===== src/hw/rtl/assert_macros.svh =====
// Assertion macros shared by the RTL modules.
`ifndef ASSERT_MACROS_SVH
`define ASSERT_MACROS_SVH
`ifndef ASSERT_OFF
// Checked outside reset.
`define ASSERT_CHK(lbl, prop, msg) \
    lbl: assert property (@(posedge i_clk) disable iff (!i_rst_n) prop) \
        else $error(msg);
// Checked at every edge, reset included.
`define ASSERT_ANY(lbl, prop, msg) \
    lbl: assert property (@(posedge i_clk) prop) else $error(msg);
`else
`define ASSERT_CHK(lbl, prop, msg)
`define ASSERT_ANY(lbl, prop, msg)
`endif
`endif


===== src/hw/rtl/ssee_pkg.sv =====
// Shared types, constants and arithmetic helpers of the state-space Euler stepper.
package ssee_pkg;

    localparam int MAX_STATES  = 4;
    localparam int MAX_DRIVES  = 2;
    localparam int MAX_OUTPUTS = 4;

    localparam int A_BASE     = 0;
    localparam int B_BASE     = A_BASE + MAX_STATES * MAX_STATES;
    localparam int C_BASE     = B_BASE + MAX_STATES * MAX_DRIVES;
    localparam int D_BASE     = C_BASE + MAX_OUTPUTS * MAX_STATES;
    localparam int COEF_COUNT = D_BASE + MAX_OUTPUTS * MAX_DRIVES;
    localparam int CA_W       = $clog2(COEF_COUNT);

    localparam int IDX_W  = 2;   // element index width (fixed by the word fields)
    localparam int N_W    = 3;   // width of the size counts
    localparam int PROD_W = 48;  // Q4.12 x Q16.16
    localparam int ACC_W  = PROD_W + $clog2(MAX_STATES + MAX_DRIVES);
    localparam int XD_W   = 49;  // Q16.16 x unsigned Q0.16
    localparam int UPC_W  = 5;

    localparam logic signed [ACC_W-1:0] ACC_HALF = ACC_W'(2048);
    localparam logic signed [XD_W-1:0]  XD_HALF  = XD_W'(32768);

    // datapath operations
    localparam int OP_W = 4;
    localparam logic [OP_W-1:0] OP_NOP    = 4'd0;
    localparam logic [OP_W-1:0] OP_CLR    = 4'd1;
    localparam logic [OP_W-1:0] OP_ISS_A  = 4'd2;
    localparam logic [OP_W-1:0] OP_ISS_B  = 4'd3;
    localparam logic [OP_W-1:0] OP_ISS_C  = 4'd4;
    localparam logic [OP_W-1:0] OP_ISS_D  = 4'd5;
    localparam logic [OP_W-1:0] OP_RND    = 4'd6;
    localparam logic [OP_W-1:0] OP_DTMUL  = 4'd7;
    localparam logic [OP_W-1:0] OP_INC    = 4'd8;
    localparam logic [OP_W-1:0] OP_UPD    = 4'd9;
    localparam logic [OP_W-1:0] OP_COMMIT = 4'd10;
    localparam logic [OP_W-1:0] OP_EMIT_Y = 4'd11;
    localparam logic [OP_W-1:0] OP_EMIT_X = 4'd12;

    // sequencer branch conditions
    localparam int CND_W = 3;
    localparam logic [CND_W-1:0] CND_NEXT = 3'd0;
    localparam logic [CND_W-1:0] CND_GO   = 3'd1;
    localparam logic [CND_W-1:0] CND_JN   = 3'd2;
    localparam logic [CND_W-1:0] CND_JM   = 3'd3;
    localparam logic [CND_W-1:0] CND_IN   = 3'd4;
    localparam logic [CND_W-1:0] CND_IP   = 3'd5;
    localparam logic [CND_W-1:0] CND_JMP  = 3'd6;

    typedef struct packed {
        logic [OP_W-1:0]  op;
        logic [CND_W-1:0] cond;
        logic [UPC_W-1:0] target;
    } t_ucode;

    typedef struct packed {
        logic [OP_W-1:0]  op;
        logic [IDX_W-1:0] i;
        logic [IDX_W-1:0] j;
    } t_dp_ctrl;

    typedef struct packed {
        logic [N_W-1:0] n;
        logic [N_W-1:0] m;
        logic [N_W-1:0] p;
    } t_dims;

    typedef struct packed {
        logic               coef_we;
        logic [5:0]         coef_idx;
        logic signed [15:0] coef_val;
        logic               state_we;
        logic [1:0]         state_idx;
        logic signed [31:0] state_val;
        logic               drive_ld;
        logic signed [31:0] drive_a;
        logic signed [31:0] drive_b;
    } t_wr;

    typedef struct packed {
        logic               emit;
        logic               kind;
        logic [IDX_W-1:0]   idx;
        logic signed [31:0] sample;
        logic               last;
    } t_result;

    function automatic logic [N_W-1:0] clamp_count(input logic [N_W-1:0] v, input int maxv);
        if (v == '0) return N_W'(1);
        if (int'(v) > maxv) return N_W'(maxv);
        return v;
    endfunction

    // round half up at bit 12, then saturate to 32 bits
    function automatic logic signed [31:0] sat_rnd12(input logic signed [ACC_W-1:0] a);
        logic signed [ACC_W-1:0] t;
        t = (a + ACC_HALF) >>> 12;
        if (t[ACC_W-1:31] == '0 || t[ACC_W-1:31] == '1) return t[31:0];
        return t[ACC_W-1] ? 32'sh8000_0000 : 32'sh7fff_ffff;
    endfunction

    function automatic logic signed [31:0] sat_x34(input logic signed [33:0] a);
        if (a[33:31] == '0 || a[33:31] == '1) return a[31:0];
        return a[33] ? 32'sh8000_0000 : 32'sh7fff_ffff;
    endfunction

endpackage


===== src/hw/rtl/ssee_in_if.sv =====
// Input channel: command words for the stepper.
interface ssee_in_if;
    logic               valid;
    logic               ready;
    logic [1:0]         action;
    logic [5:0]         coef_index;
    logic signed [15:0] coef_value;
    logic [1:0]         state_index;
    logic signed [31:0] state_value;
    logic signed [31:0] drive_a;
    logic signed [31:0] drive_b;

    modport source (output valid, action, coef_index, coef_value, state_index,
                    state_value, drive_a, drive_b, input ready);
    modport sink   (input valid, action, coef_index, coef_value, state_index,
                    state_value, drive_a, drive_b, output ready);
endinterface


===== src/hw/rtl/ssee_out_if.sv =====
// Output channel: result words of a step.
interface ssee_out_if;
    logic               valid;
    logic               ready;
    logic               kind;
    logic [1:0]         element_index;
    logic signed [31:0] sample;
    logic               last;

    modport source (output valid, kind, element_index, sample, last, input ready);
    modport sink   (input valid, kind, element_index, sample, last, output ready);
endinterface


===== src/hw/rtl/ssee_dp.sv =====
// Datapath: coefficient memory, state registers, shared MAC and round/saturate stages.
`include "assert_macros.svh"
module ssee_dp (
    input  logic               i_clk,
    input  logic               i_rst_n,
    input  ssee_pkg::t_dp_ctrl i_ctl,
    input  ssee_pkg::t_dims    i_dims,
    input  ssee_pkg::t_wr      i_wr,
    input  logic [15:0]        i_dt,
    output ssee_pkg::t_result  o_res
);

    logic [15:0]                       r_cmem [ssee_pkg::COEF_COUNT];
    logic [ssee_pkg::COEF_COUNT-1:0]   r_cvld;
    logic signed [15:0]                r_crd;
    logic                              r_cok;
    logic signed [31:0]                r_opnd;
    logic signed [31:0]                n_opnd;
    logic                              r_v1;
    logic                              r_v2;
    logic signed [ssee_pkg::PROD_W-1:0] r_prod;
    logic signed [ssee_pkg::ACC_W-1:0]  r_acc;
    logic signed [31:0]                r_t32;
    logic signed [ssee_pkg::XD_W-1:0]  r_dtprod;
    logic signed [32:0]                r_inc;
    logic signed [31:0]                r_x  [ssee_pkg::MAX_STATES];
    logic signed [31:0]                r_xn [ssee_pkg::MAX_STATES];
    logic signed [31:0]                r_ua;
    logic signed [31:0]                r_ub;
    logic [ssee_pkg::CA_W-1:0]         rd_addr;
    logic                              issue;
    logic signed [15:0]                coef;
    logic signed [ssee_pkg::XD_W-1:0]  inc_full;
    logic signed [33:0]                x_sum;
    logic                              coef_wr;
    logic                              is_emit_x;

    localparam int CA = ssee_pkg::CA_W;

    // operand and coefficient address for the issue ops
    always_comb begin
        issue   = 1'b0;
        rd_addr = '0;
        n_opnd  = r_ua;
        case (i_ctl.op)
            ssee_pkg::OP_ISS_A: begin
                issue   = 1'b1;
                rd_addr = CA'(ssee_pkg::A_BASE) + CA'(i_ctl.i) * CA'(ssee_pkg::MAX_STATES)
                          + CA'(i_ctl.j);
                n_opnd  = r_x[i_ctl.j];
            end
            ssee_pkg::OP_ISS_B: begin
                issue   = 1'b1;
                rd_addr = CA'(ssee_pkg::B_BASE) + CA'(i_ctl.i) * CA'(ssee_pkg::MAX_DRIVES)
                          + CA'(i_ctl.j);
                n_opnd  = i_ctl.j[0] ? r_ub : r_ua;
            end
            ssee_pkg::OP_ISS_C: begin
                issue   = 1'b1;
                rd_addr = CA'(ssee_pkg::C_BASE) + CA'(i_ctl.i) * CA'(ssee_pkg::MAX_STATES)
                          + CA'(i_ctl.j);
                n_opnd  = r_x[i_ctl.j];
            end
            ssee_pkg::OP_ISS_D: begin
                issue   = 1'b1;
                rd_addr = CA'(ssee_pkg::D_BASE) + CA'(i_ctl.i) * CA'(ssee_pkg::MAX_DRIVES)
                          + CA'(i_ctl.j);
                n_opnd  = i_ctl.j[0] ? r_ub : r_ua;
            end
            default: ;
        endcase
    end

    assign coef     = r_cok ? r_crd : '0;  // never-written entries read as zero
    assign inc_full = (r_dtprod + ssee_pkg::XD_HALF) >>> 16;
    assign x_sum    = 34'(r_x[i_ctl.i]) + 34'(r_inc);
    assign coef_wr  = i_wr.coef_we && (int'(i_wr.coef_idx) < ssee_pkg::COEF_COUNT);

    // coefficient memory, registered read
    always_ff @(posedge i_clk) begin
        if (coef_wr) begin
            r_cmem[i_wr.coef_idx] <= i_wr.coef_val;
        end
        if (issue) begin
            r_crd <= r_cmem[rd_addr];
        end
    end

    always_ff @(posedge i_clk) begin
        if (!i_rst_n) begin
            r_cvld <= '0;
            r_v1   <= 1'b0;
            r_v2   <= 1'b0;
            for (int k = 0; k < ssee_pkg::MAX_STATES; k++) begin
                r_x[k] <= '0;
            end
        end else begin
            r_v1 <= issue;
            r_v2 <= r_v1;
            if (coef_wr) begin
                r_cvld[i_wr.coef_idx] <= 1'b1;
            end
            if (i_wr.state_we && (int'(i_wr.state_idx) < ssee_pkg::MAX_STATES)) begin
                r_x[i_wr.state_idx] <= i_wr.state_val;
            end
            if (i_ctl.op == ssee_pkg::OP_COMMIT) begin
                for (int k = 0; k < ssee_pkg::MAX_STATES; k++) begin
                    if (k < int'(i_dims.n)) begin
                        r_x[k] <= r_xn[k];
                    end
                end
            end
        end
    end

    // MAC pipe: issue -> product -> accumulate; then the Euler update stages
    always_ff @(posedge i_clk) begin
        if (issue) begin
            r_opnd <= n_opnd;
            r_cok  <= r_cvld[rd_addr];
        end
        r_prod <= ssee_pkg::PROD_W'(coef) * ssee_pkg::PROD_W'(r_opnd);
        if (i_ctl.op == ssee_pkg::OP_CLR || i_ctl.op == ssee_pkg::OP_RND) begin
            r_acc <= '0;
        end else if (r_v2) begin
            r_acc <= r_acc + ssee_pkg::ACC_W'(r_prod);
        end
        if (i_ctl.op == ssee_pkg::OP_RND) begin
            r_t32 <= ssee_pkg::sat_rnd12(r_acc);
        end
        if (i_ctl.op == ssee_pkg::OP_DTMUL) begin
            r_dtprod <= ssee_pkg::XD_W'(r_t32) * ssee_pkg::XD_W'($signed({1'b0, i_dt}));
        end
        if (i_ctl.op == ssee_pkg::OP_INC) begin
            r_inc <= inc_full[32:0];
        end
        if (i_ctl.op == ssee_pkg::OP_UPD) begin
            r_xn[i_ctl.i] <= ssee_pkg::sat_x34(x_sum);
        end
        if (i_wr.drive_ld) begin
            r_ua <= i_wr.drive_a;
            r_ub <= i_wr.drive_b;
        end
    end

    assign is_emit_x    = (i_ctl.op == ssee_pkg::OP_EMIT_X);
    assign o_res.emit   = is_emit_x || (i_ctl.op == ssee_pkg::OP_EMIT_Y);
    assign o_res.kind   = is_emit_x;
    assign o_res.idx    = i_ctl.i;
    assign o_res.sample = is_emit_x ? r_x[i_ctl.i] : r_t32;
    assign o_res.last   = is_emit_x
                          && ((ssee_pkg::N_W'(i_ctl.i) + ssee_pkg::N_W'(1)) == i_dims.n);

    `ASSERT_CHK(a_mac_pipe, r_v2 |-> $past(r_v1), "MAC accumulate without a product")

endmodule


===== src/hw/rtl/ssee_seq.sv =====
// Microcode sequencer: step counter, loop counters and the control ROM.
`include "assert_macros.svh"
module ssee_seq (
    input  logic               i_clk,
    input  logic               i_rst_n,
    input  logic               i_start,
    input  logic               i_out_free,
    input  ssee_pkg::t_dims    i_dims,
    output ssee_pkg::t_dp_ctrl o_ctl,
    output logic               o_idle
);

    localparam int UW = ssee_pkg::UPC_W;
    localparam int NW = ssee_pkg::N_W;

    localparam logic [UW-1:0] S_IDLE   = 5'd0;
    localparam logic [UW-1:0] S_XA     = 5'd1;
    localparam logic [UW-1:0] S_XB     = 5'd2;
    localparam logic [UW-1:0] S_XDR0   = 5'd3;
    localparam logic [UW-1:0] S_XDR1   = 5'd4;
    localparam logic [UW-1:0] S_XRND   = 5'd5;
    localparam logic [UW-1:0] S_XMUL   = 5'd6;
    localparam logic [UW-1:0] S_XINC   = 5'd7;
    localparam logic [UW-1:0] S_XUPD   = 5'd8;
    localparam logic [UW-1:0] S_COMMIT = 5'd9;
    localparam logic [UW-1:0] S_YC     = 5'd10;
    localparam logic [UW-1:0] S_YD     = 5'd11;
    localparam logic [UW-1:0] S_YDR0   = 5'd12;
    localparam logic [UW-1:0] S_YDR1   = 5'd13;
    localparam logic [UW-1:0] S_YRND   = 5'd14;
    localparam logic [UW-1:0] S_YEMIT  = 5'd15;
    localparam logic [UW-1:0] S_XEMIT  = 5'd16;
    localparam logic [UW-1:0] S_END    = 5'd17;

    logic [UW-1:0]              r_upc;
    logic [UW-1:0]              n_upc;
    logic [ssee_pkg::IDX_W-1:0] r_i;
    logic [ssee_pkg::IDX_W-1:0] n_i;
    logic [ssee_pkg::IDX_W-1:0] r_j;
    logic [ssee_pkg::IDX_W-1:0] n_j;
    ssee_pkg::t_ucode           uw;
    logic                       is_emit;
    logic                       hold;
    logic                       j_end_n;
    logic                       j_end_m;
    logic                       i_end_n;
    logic                       i_end_p;

    function automatic ssee_pkg::t_ucode uc(input logic [ssee_pkg::OP_W-1:0] op,
                                            input logic [ssee_pkg::CND_W-1:0] cnd,
                                            input logic [UW-1:0] tgt);
        ssee_pkg::t_ucode w;
        w.op     = op;
        w.cond   = cnd;
        w.target = tgt;
        return w;
    endfunction

    // control program of one step
    function automatic ssee_pkg::t_ucode rom(input logic [UW-1:0] a);
        ssee_pkg::t_ucode w;
        unique case (a)
            S_IDLE:   w = uc(ssee_pkg::OP_CLR,    ssee_pkg::CND_GO,   S_IDLE);
            S_XA:     w = uc(ssee_pkg::OP_ISS_A,  ssee_pkg::CND_JN,   S_XA);
            S_XB:     w = uc(ssee_pkg::OP_ISS_B,  ssee_pkg::CND_JM,   S_XB);
            S_XDR0:   w = uc(ssee_pkg::OP_NOP,    ssee_pkg::CND_NEXT, S_IDLE);
            S_XDR1:   w = uc(ssee_pkg::OP_NOP,    ssee_pkg::CND_NEXT, S_IDLE);
            S_XRND:   w = uc(ssee_pkg::OP_RND,    ssee_pkg::CND_NEXT, S_IDLE);
            S_XMUL:   w = uc(ssee_pkg::OP_DTMUL,  ssee_pkg::CND_NEXT, S_IDLE);
            S_XINC:   w = uc(ssee_pkg::OP_INC,    ssee_pkg::CND_NEXT, S_IDLE);
            S_XUPD:   w = uc(ssee_pkg::OP_UPD,    ssee_pkg::CND_IN,   S_XA);
            S_COMMIT: w = uc(ssee_pkg::OP_COMMIT, ssee_pkg::CND_NEXT, S_IDLE);
            S_YC:     w = uc(ssee_pkg::OP_ISS_C,  ssee_pkg::CND_JN,   S_YC);
            S_YD:     w = uc(ssee_pkg::OP_ISS_D,  ssee_pkg::CND_JM,   S_YD);
            S_YDR0:   w = uc(ssee_pkg::OP_NOP,    ssee_pkg::CND_NEXT, S_IDLE);
            S_YDR1:   w = uc(ssee_pkg::OP_NOP,    ssee_pkg::CND_NEXT, S_IDLE);
            S_YRND:   w = uc(ssee_pkg::OP_RND,    ssee_pkg::CND_NEXT, S_IDLE);
            S_YEMIT:  w = uc(ssee_pkg::OP_EMIT_Y, ssee_pkg::CND_IP,   S_YC);
            S_XEMIT:  w = uc(ssee_pkg::OP_EMIT_X, ssee_pkg::CND_IN,   S_XEMIT);
            S_END:    w = uc(ssee_pkg::OP_NOP,    ssee_pkg::CND_JMP,  S_IDLE);
            default:  w = uc(ssee_pkg::OP_NOP,    ssee_pkg::CND_JMP,  S_IDLE);
        endcase
        return w;
    endfunction

    assign uw      = rom(r_upc);
    assign is_emit = (uw.op == ssee_pkg::OP_EMIT_Y) || (uw.op == ssee_pkg::OP_EMIT_X);
    assign hold    = is_emit && !i_out_free;
    assign j_end_n = (NW'(r_j) + NW'(1)) == i_dims.n;
    assign j_end_m = (NW'(r_j) + NW'(1)) == i_dims.m;
    assign i_end_n = (NW'(r_i) + NW'(1)) == i_dims.n;
    assign i_end_p = (NW'(r_i) + NW'(1)) == i_dims.p;

    always_comb begin
        n_upc = r_upc + UW'(1);
        n_i   = r_i;
        n_j   = r_j;
        if (hold) begin
            n_upc = r_upc;
        end else begin
            unique case (uw.cond)
                ssee_pkg::CND_NEXT: ;
                ssee_pkg::CND_GO: begin
                    if (!i_start) n_upc = uw.target;
                end
                ssee_pkg::CND_JN: begin
                    if (j_end_n) begin
                        n_j = '0;
                    end else begin
                        n_j   = r_j + 1'b1;
                        n_upc = uw.target;
                    end
                end
                ssee_pkg::CND_JM: begin
                    if (j_end_m) begin
                        n_j = '0;
                    end else begin
                        n_j   = r_j + 1'b1;
                        n_upc = uw.target;
                    end
                end
                ssee_pkg::CND_IN: begin
                    n_j = '0;
                    if (i_end_n) begin
                        n_i = '0;
                    end else begin
                        n_i   = r_i + 1'b1;
                        n_upc = uw.target;
                    end
                end
                ssee_pkg::CND_IP: begin
                    n_j = '0;
                    if (i_end_p) begin
                        n_i = '0;
                    end else begin
                        n_i   = r_i + 1'b1;
                        n_upc = uw.target;
                    end
                end
                ssee_pkg::CND_JMP: n_upc = uw.target;
                default:           n_upc = S_IDLE;
            endcase
        end
    end

    always_ff @(posedge i_clk) begin
        if (!i_rst_n) begin
            r_upc <= S_IDLE;
            r_i   <= '0;
            r_j   <= '0;
        end else begin
            r_upc <= n_upc;
            r_i   <= n_i;
            r_j   <= n_j;
        end
    end

    assign o_ctl.op = uw.op;
    assign o_ctl.i  = r_i;
    assign o_ctl.j  = r_j;
    assign o_idle   = (r_upc == S_IDLE);

    `ASSERT_ANY(a_reset_idle, !i_rst_n |=> (r_upc == S_IDLE), "sequencer not idle after reset")
    `ASSERT_CHK(a_stall_holds, hold |=> ($stable(r_upc) && $stable(r_i)), "emit stall moved")
    `ASSERT_CHK(a_idle_clear, (r_upc == S_IDLE) |-> (r_i == '0 && r_j == '0), "dirty counters")

endmodule


===== src/hw/rtl/state_space_euler_step_top.sv =====
// Top level of the fixed-point state-space forward Euler stepper.
//
// Usage:
//   i_in carries command words. action 0 writes one Q4.12 coefficient
//   (A, B, C, D packed row-major), action 1 loads one Q16.16 state
//   element, action 2 runs one Euler step with drives drive_a/drive_b.
//   Writes finish in the accept cycle; action 3 is dropped.
//   o_out carries the result words of a step: the outputs y first
//   (kind 0), then the new states x (kind 1); last marks the final word.
//   The config port (i_cfg_we/i_cfg_idx/i_cfg_data) sets dt and the
//   active sizes n, m, p; write it only while the block is idle.
// Timing:
//   One command at a time; i_in.ready is high while the sequencer is idle.
//   A step's length is set by the single shared multiply-accumulate unit,
//   which takes one coefficient per cycle, and by any receiver stalls.
//   A stalled output word parks in the output register; the sequencer
//   waits on its emit step until the register frees.
// Reset:
//   Synchronous, active low: coefficients and states read as zero,
//   dt = 655, n = 4, m = 2, p = 4; the block is ready the next cycle.
module state_space_euler_step_top (
    input  logic        i_clk,
    input  logic        i_rst_n,
    ssee_in_if.sink     i_in,
    ssee_out_if.source  o_out,
    input  logic        i_cfg_we,
    input  logic [1:0]  i_cfg_idx,
    input  logic [15:0] i_cfg_data
);

    // config register indexes
    localparam logic [1:0] CFG_TIME_STEP = 2'd0;
    localparam logic [1:0] CFG_STATES    = 2'd1;
    localparam logic [1:0] CFG_DRIVES    = 2'd2;
    localparam logic [1:0] CFG_OUTPUTS   = 2'd3;

    // command codes
    localparam logic [1:0] ACT_COEF  = 2'd0;
    localparam logic [1:0] ACT_STATE = 2'd1;
    localparam logic [1:0] ACT_STEP  = 2'd2;

    logic [15:0]        r_dt;
    logic [2:0]         r_nst;
    logic [1:0]         r_ndr;
    logic [2:0]         r_nout;
    ssee_pkg::t_dims    dims;
    ssee_pkg::t_wr      wr;
    ssee_pkg::t_dp_ctrl ctl;
    ssee_pkg::t_result  res;
    ssee_pkg::t_result  r_ores;
    logic               r_ovalid;
    logic               idle;
    logic               in_acc;
    logic               start;
    logic               out_free;
    logic               emit_fire;

    // configuration registers
    always_ff @(posedge i_clk) begin
        if (!i_rst_n) begin
            r_dt   <= 16'd655;
            r_nst  <= 3'd4;
            r_ndr  <= 2'd2;
            r_nout <= 3'd4;
        end else if (i_cfg_we) begin
            unique case (i_cfg_idx)
                CFG_TIME_STEP: r_dt   <= i_cfg_data;
                CFG_STATES:    r_nst  <= i_cfg_data[2:0];
                CFG_DRIVES:    r_ndr  <= i_cfg_data[1:0];
                CFG_OUTPUTS:   r_nout <= i_cfg_data[2:0];
                default: ;
            endcase
        end
    end

    // zero counts act as one, oversized ones as the maximum
    assign dims.n = ssee_pkg::clamp_count(r_nst, ssee_pkg::MAX_STATES);
    assign dims.m = ssee_pkg::clamp_count(ssee_pkg::N_W'(r_ndr), ssee_pkg::MAX_DRIVES);
    assign dims.p = ssee_pkg::clamp_count(r_nout, ssee_pkg::MAX_OUTPUTS);

    // input side
    assign i_in.ready = idle;
    assign in_acc     = i_in.valid && idle;
    assign start      = in_acc && (i_in.action == ACT_STEP);

    assign wr.coef_we   = in_acc && (i_in.action == ACT_COEF);
    assign wr.coef_idx  = i_in.coef_index;
    assign wr.coef_val  = i_in.coef_value;
    assign wr.state_we  = in_acc && (i_in.action == ACT_STATE);
    assign wr.state_idx = i_in.state_index;
    assign wr.state_val = i_in.state_value;
    assign wr.drive_ld  = start;
    assign wr.drive_a   = i_in.drive_a;
    assign wr.drive_b   = i_in.drive_b;

    ssee_seq u_seq (
        .i_clk      (i_clk),
        .i_rst_n    (i_rst_n),
        .i_start    (start),
        .i_out_free (out_free),
        .i_dims     (dims),
        .o_ctl      (ctl),
        .o_idle     (idle)
    );

    ssee_dp u_dp (
        .i_clk   (i_clk),
        .i_rst_n (i_rst_n),
        .i_ctl   (ctl),
        .i_dims  (dims),
        .i_wr    (wr),
        .i_dt    (r_dt),
        .o_res   (res)
    );

    // output register: frees when empty or when the receiver takes the word
    assign out_free  = !r_ovalid || o_out.ready;
    assign emit_fire = res.emit && out_free;

    always_ff @(posedge i_clk) begin
        if (!i_rst_n) begin
            r_ovalid <= 1'b0;
        end else if (emit_fire) begin
            r_ovalid <= 1'b1;
        end else if (o_out.ready) begin
            r_ovalid <= 1'b0;
        end
    end

    always_ff @(posedge i_clk) begin
        if (emit_fire) begin
            r_ores <= res;
        end
    end

    assign o_out.valid         = r_ovalid;
    assign o_out.kind          = r_ores.kind;
    assign o_out.element_index = r_ores.idx;
    assign o_out.sample        = r_ores.sample;
    assign o_out.last          = r_ores.last;

endmodule

===== src/flat_wrapper.sv =====
// flat-port wrapper written by rule: the top's interface ports become plain ports
module state_space_euler_step_top_flat 
  (i_clk, i_rst_n, i_cfg_we, i_cfg_idx, i_cfg_data, i_in_valid, i_in_action, i_in_coef_index, i_in_coef_value, i_in_state_index, i_in_state_value, i_in_drive_a, i_in_drive_b, i_in_ready, o_out_valid, o_out_kind, o_out_element_index, o_out_sample, o_out_last, o_out_ready);
  ssee_in_if i_in_i ();
  ssee_out_if o_out_i ();
  input  logic i_clk;
  input  logic i_rst_n;
  input  logic i_cfg_we;
  input  logic [1:0] i_cfg_idx;
  input  logic [15:0] i_cfg_data;
  input wire logic [$bits(i_in_i.valid)-1:0] i_in_valid;
  input wire logic [$bits(i_in_i.action)-1:0] i_in_action;
  input wire logic [$bits(i_in_i.coef_index)-1:0] i_in_coef_index;
  input wire logic [$bits(i_in_i.coef_value)-1:0] i_in_coef_value;
  input wire logic [$bits(i_in_i.state_index)-1:0] i_in_state_index;
  input wire logic [$bits(i_in_i.state_value)-1:0] i_in_state_value;
  input wire logic [$bits(i_in_i.drive_a)-1:0] i_in_drive_a;
  input wire logic [$bits(i_in_i.drive_b)-1:0] i_in_drive_b;
  output wire logic [$bits(i_in_i.ready)-1:0] i_in_ready;
  output wire logic [$bits(o_out_i.valid)-1:0] o_out_valid;
  output wire logic [$bits(o_out_i.kind)-1:0] o_out_kind;
  output wire logic [$bits(o_out_i.element_index)-1:0] o_out_element_index;
  output wire logic [$bits(o_out_i.sample)-1:0] o_out_sample;
  output wire logic [$bits(o_out_i.last)-1:0] o_out_last;
  input wire logic [$bits(o_out_i.ready)-1:0] o_out_ready;
  assign i_in_i.valid = i_in_valid;
  assign i_in_i.action = i_in_action;
  assign i_in_i.coef_index = i_in_coef_index;
  assign i_in_i.coef_value = i_in_coef_value;
  assign i_in_i.state_index = i_in_state_index;
  assign i_in_i.state_value = i_in_state_value;
  assign i_in_i.drive_a = i_in_drive_a;
  assign i_in_i.drive_b = i_in_drive_b;
  assign i_in_ready = i_in_i.ready;
  assign o_out_valid = o_out_i.valid;
  assign o_out_kind = o_out_i.kind;
  assign o_out_element_index = o_out_i.element_index;
  assign o_out_sample = o_out_i.sample;
  assign o_out_last = o_out_i.last;
  assign o_out_i.ready = o_out_ready;
  state_space_euler_step_top u_core (.i_clk(i_clk), .i_rst_n(i_rst_n), .i_in(i_in_i), .o_out(o_out_i), .i_cfg_we(i_cfg_we), .i_cfg_idx(i_cfg_idx), .i_cfg_data(i_cfg_data));
endmodule

===== config.mk =====
export PLATFORM = sky130hd
export DESIGN_NAME = state_space_euler_step_top_flat
export DESIGN_NICKNAME = d
export VERILOG_FILES = /design/src/hw/rtl/ssee_pkg.sv /design/src/hw/rtl/ssee_in_if.sv /design/src/hw/rtl/ssee_out_if.sv /design/src/hw/rtl/ssee_dp.sv /design/src/hw/rtl/ssee_seq.sv /design/src/hw/rtl/state_space_euler_step_top.sv /design/src/flat_wrapper.sv
export VERILOG_INCLUDE_DIRS = /design/src /design/src/hw/rtl
export SDC_FILE = /design/constraint.sdc
export NUM_CORES = 2
export LEC_CHECK = 0
export BUFFER_PORTS_ARGS = -buffer_cell sky130_fd_sc_hd__buf_2
export CAP_MARGIN = 15
export CORE_UTILIZATION = 65
export DETAILED_ROUTE_END_ITERATION = 10
export PLACE_DENSITY = 0.82
export REMOVE_ABC_BUFFERS = 1
export SYNTH_ARGS = -nofsm -noshare
export SYNTH_HDL_FRONTEND = slang
export SYNTH_SLANG_ARGS = --single-unit

===== constraint.sdc =====
create_clock -name i_clk -period 9.4 [get_ports i_clk]
set_input_delay 0.47 -clock i_clk [delete_from_list [all_inputs] [get_ports i_clk]]
set_output_delay 0.47 -clock i_clk [all_outputs]
set_load 0.005 [all_outputs]

==> out/qor.yml <==
outcome: "finished, final reports clean"
layout-drive-gt1-share_pct: 7.75
routedWlPerCell_um: 25.3
port_buffers: 182
syn_inst: 9165
async_flop_share_pct: 0
area_growth_pct: 9.09
grt_use_total_pct: 37.7
worst_path_largest_cell_delay_ns: 1.03
vias: 73100
whs_path_depth: 2
use_met3_pct: 9.65
syn_area_per_cell_um2: 10.8
required_ns: 9.88
use_met1_pct: 50.6
rsz0062_at_grt: "false"
arrival_ns: 8.49
finalCritPeriodShare_pct: 85.3
die_w_um: 392
slowest_stage: "edfxtp_1"
drv_slew: 0
instances_no_fill: 11400
core-area_um2: 150000
cts-root-buf: "clkbuf_16"
final_common_cell: "nand2_1"
die-area_um2: 154000
synth_edf_count: 1272
top_usage_layer: "met2"
fmax_mhz: 125
die_h_um: 392
row_count: 142
cts_max_level: 4
clock-sinks: 1469
synthDistinctLibCells: 96
gp_congestion: 0.979
cts_setup_buffers: 0
worst_pin_slew_ns: 1.19
viasPerCell: 6.42
crit_top_cell: "fa_1"
ys_ff_latch: 1469
powerDensity_nw_per_um2: 315
power_leakage_nw: 45.4
path_max_fanout: 17
fin_setup_tns_ns: 0
clk_pin_slew_ns: 0.07
drtAntennaViolNets: 0
tritoncts: "built"
holdCritPathClass: "in -> reg"
setup_viol: 0
cp_cell_sequence: "nand2_1 > fa_1 > inv_1 > fa_1 > inv_1 > fa_1 > inv_1 > fa_1 > fa_1 > fa_1 > ha_1 > nand3_1 > a211oi_1 > a41oi_1 > a41oi_1 > o21a_1 > a21oi_2 > o22ai_1 > and3_1 > a31oi_1 > xnor2_1"
nets: 10700
initial_core_util_pct: 65.7
vdd_drop_max_v: 0.000602
seq_area_frac_synth_pct: 42.6
worstSetupStartpointType: "flop"
grt_use_met2_pct: 57.2
grt-ovfl-total: 0
yosysWarnings: 0
first_global_vias: 73500
fin_crit_ns: 8.01
path_class: "reg -> reg"
maxCapViolCount: 0
antenna_found_initial: 39
clockBufferDepth: 3
clock-skew-final_ns: 0.101
r2r_cells: 21
final_cell_mix: "1668 x nand2_1, 1272 x edfxtp_1, 1215 x inv_1"
dp.cells: 11000
grt_start_max_net_pins: 171
final_util_pct: 71.7
end_kind: "flop"
synth_top_flop_cell: "edfxtp_1"
cts_buffers: 151
maxSlewHeadroom_pct: 19.8
finalWirelength_um: 288000
grt_pass1_wl_um: 433000
io_pins: 183
hold_slack_ns: 0.0255
synth_area_um2: 98800
remaining_drc_errors: 0
drtIter0Drc: 9698
clock_latency_ns: 0.84
dr.pass1.iters: 8
final_hold_viol_count: 0
hpwl_um: 191000
[state kept, by name, summed over array words and instances, names as in the netlist, 5 cells and up, named ones only]
name / flops
u_core.u_dp.r_inc: 33
u_core.u_dp.r_acc: 51
u_core.u_dp.r_x: 128
u_core.u_seq.r_upc: 5
u_core.u_dp.r_xn: 128
u_core.u_dp.r_crd: 16
u_core.u_dp.r_t32: 32
u_core.r_dt: 16
u_core.u_dp.r_opnd: 32
u_core.u_dp.r_ub: 32
u_core.u_seq.uw: 11
u_core.u_dp.r_dtprod: 34
u_core.u_dp.r_cvld: 48
u_core.u_dp.r_prod: 48
u_core.o_out.sample: 32
u_core.u_dp.r_cmem: 768
u_core.u_dp.r_ua: 32
[report_power, final]
group	internal, W	switching [W]	total (W)	leakage [nW]
combinational	0.00761	0.0120	0.0196	29.7
clock	0.00354	0.00270	0.00624	2.50
sequential	0.00770	0.000393	0.00809	13.2
total	0.0188	0.0151	0.0340	45.4
[synth_stat cells, types with 150 or more instances]
cell | count | area share [%]
inv_1 | 1216 | 4.6
a311oi_1 | 154 | 1.4
and2_1 | 176 | 1.1
fa_1 | 975 | 20
nor2_1 | 422 | 1.6
clkbuf_1 | 393 | 1.5
nand3_1 | 290 | 1.5
and3_1 | 346 | 2.2
a21oi_1 | 271 | 1.4
nand2_1 | 1671 | 6.3
edfxtp_1 | 1272 | 39
dfxtp_1 | 197 | 4.0
ha_1 | 328 | 4.2
xnor2_1 | 150 | 1.3
[critical path, delay by kind of cell (launching register included)]
family	cells	cell delay, ns
buffers and inverters	3	0.16
XOR/XNOR	1	0.43
flip-flops	1	1.03
AO/OA/AOI/OAI	7	1.97
AND/OR/NAND/NOR	3	0.60
adder cells (fa/ha/maj)	7	3.46
[logic make-up (layout without fill, tap and decap cells)]
| logic type | after synthesis | in the layout | synth area share [%] |
|---|---|---|---|
| xor gates and xnor gates | 218 | 218 | 1.93 |
| AOI/OAI and AO/OA | 1166 | 1166 | 8.21 |
| and+or+nand+nor | 3133 | 3133 | 14.3 |
| muxes | 143 | 143 | 2.30 |
| adders and majority gates | 1303 | 1303 | 23.9 |
| DFF | 1469 | 1469 | 42.6 |
| buffers and inverters | 1733 | 1919 | 6.71 |
| other | 0 | 19 | 0 |
[stage by stage]
step | total power, W | setup slack, ns | instance area (um^2)
global placement | 0.0267 | 1.05 | 102000
detailed placement | 0.0272 | 0.874 | 102000
global route | 0.0362 | 1.12 | 108000
CTS | 0.0335 | 0.858 | 108000
floorplan | 0.0216 | -0.339 | 96800
finish | 0.0340 | 1.39 | 108000
[final timing paths]
kind,end,slack [ns],from
worst max-delay path,u_core.u_dp.r_dtprod[45]$_DFFE_PN_,1.39,u_core.u_dp.r_t32[7]$_DFFE_PP_
worst min-delay path,u_core.u_dp.r_x[0][22]$_DFFE_PP_,0.03,i_in_state_value[22]
worst max register to register,u_core.u_dp.r_dtprod[45]$_DFFE_PN_,1.39,u_core.u_dp.r_t32[7]$_DFFE_PP_
worst min register to register,u_core.u_dp.r_v2$_SDFF_PN0_,0.40,u_core.u_dp.r_v1$_SDFF_PN0_
[routing by layer]
layer | vias up | wire, um
met3 | 1048 | 38600
met2 | 5313 | 130000
li1 | 30900 | -
met5 | - | 160
met1 | 35900 | 103000
met4 | 26 | 16700
[final cells by class]
cell class / count / area [um^2]
multi-input combinational: 5963 / 50200
sequential: 1469 / 42200
clock buffer: 196 / 4080
antenna: 19 / 47.5
fill: 10100 / 42500
clock inverter: 79 / 1130
inverter: 1220 / 4580
timing repair buffer: 424 / 3130
tap: 2016 / 2520
[timing repair]
action	CTS	global route
endpoints found under the setup margin	0	0
hold buffers	96	0
resized for setup	0	0
hold endpoints to repair	157	0
(Power assumes the default switching activity.)
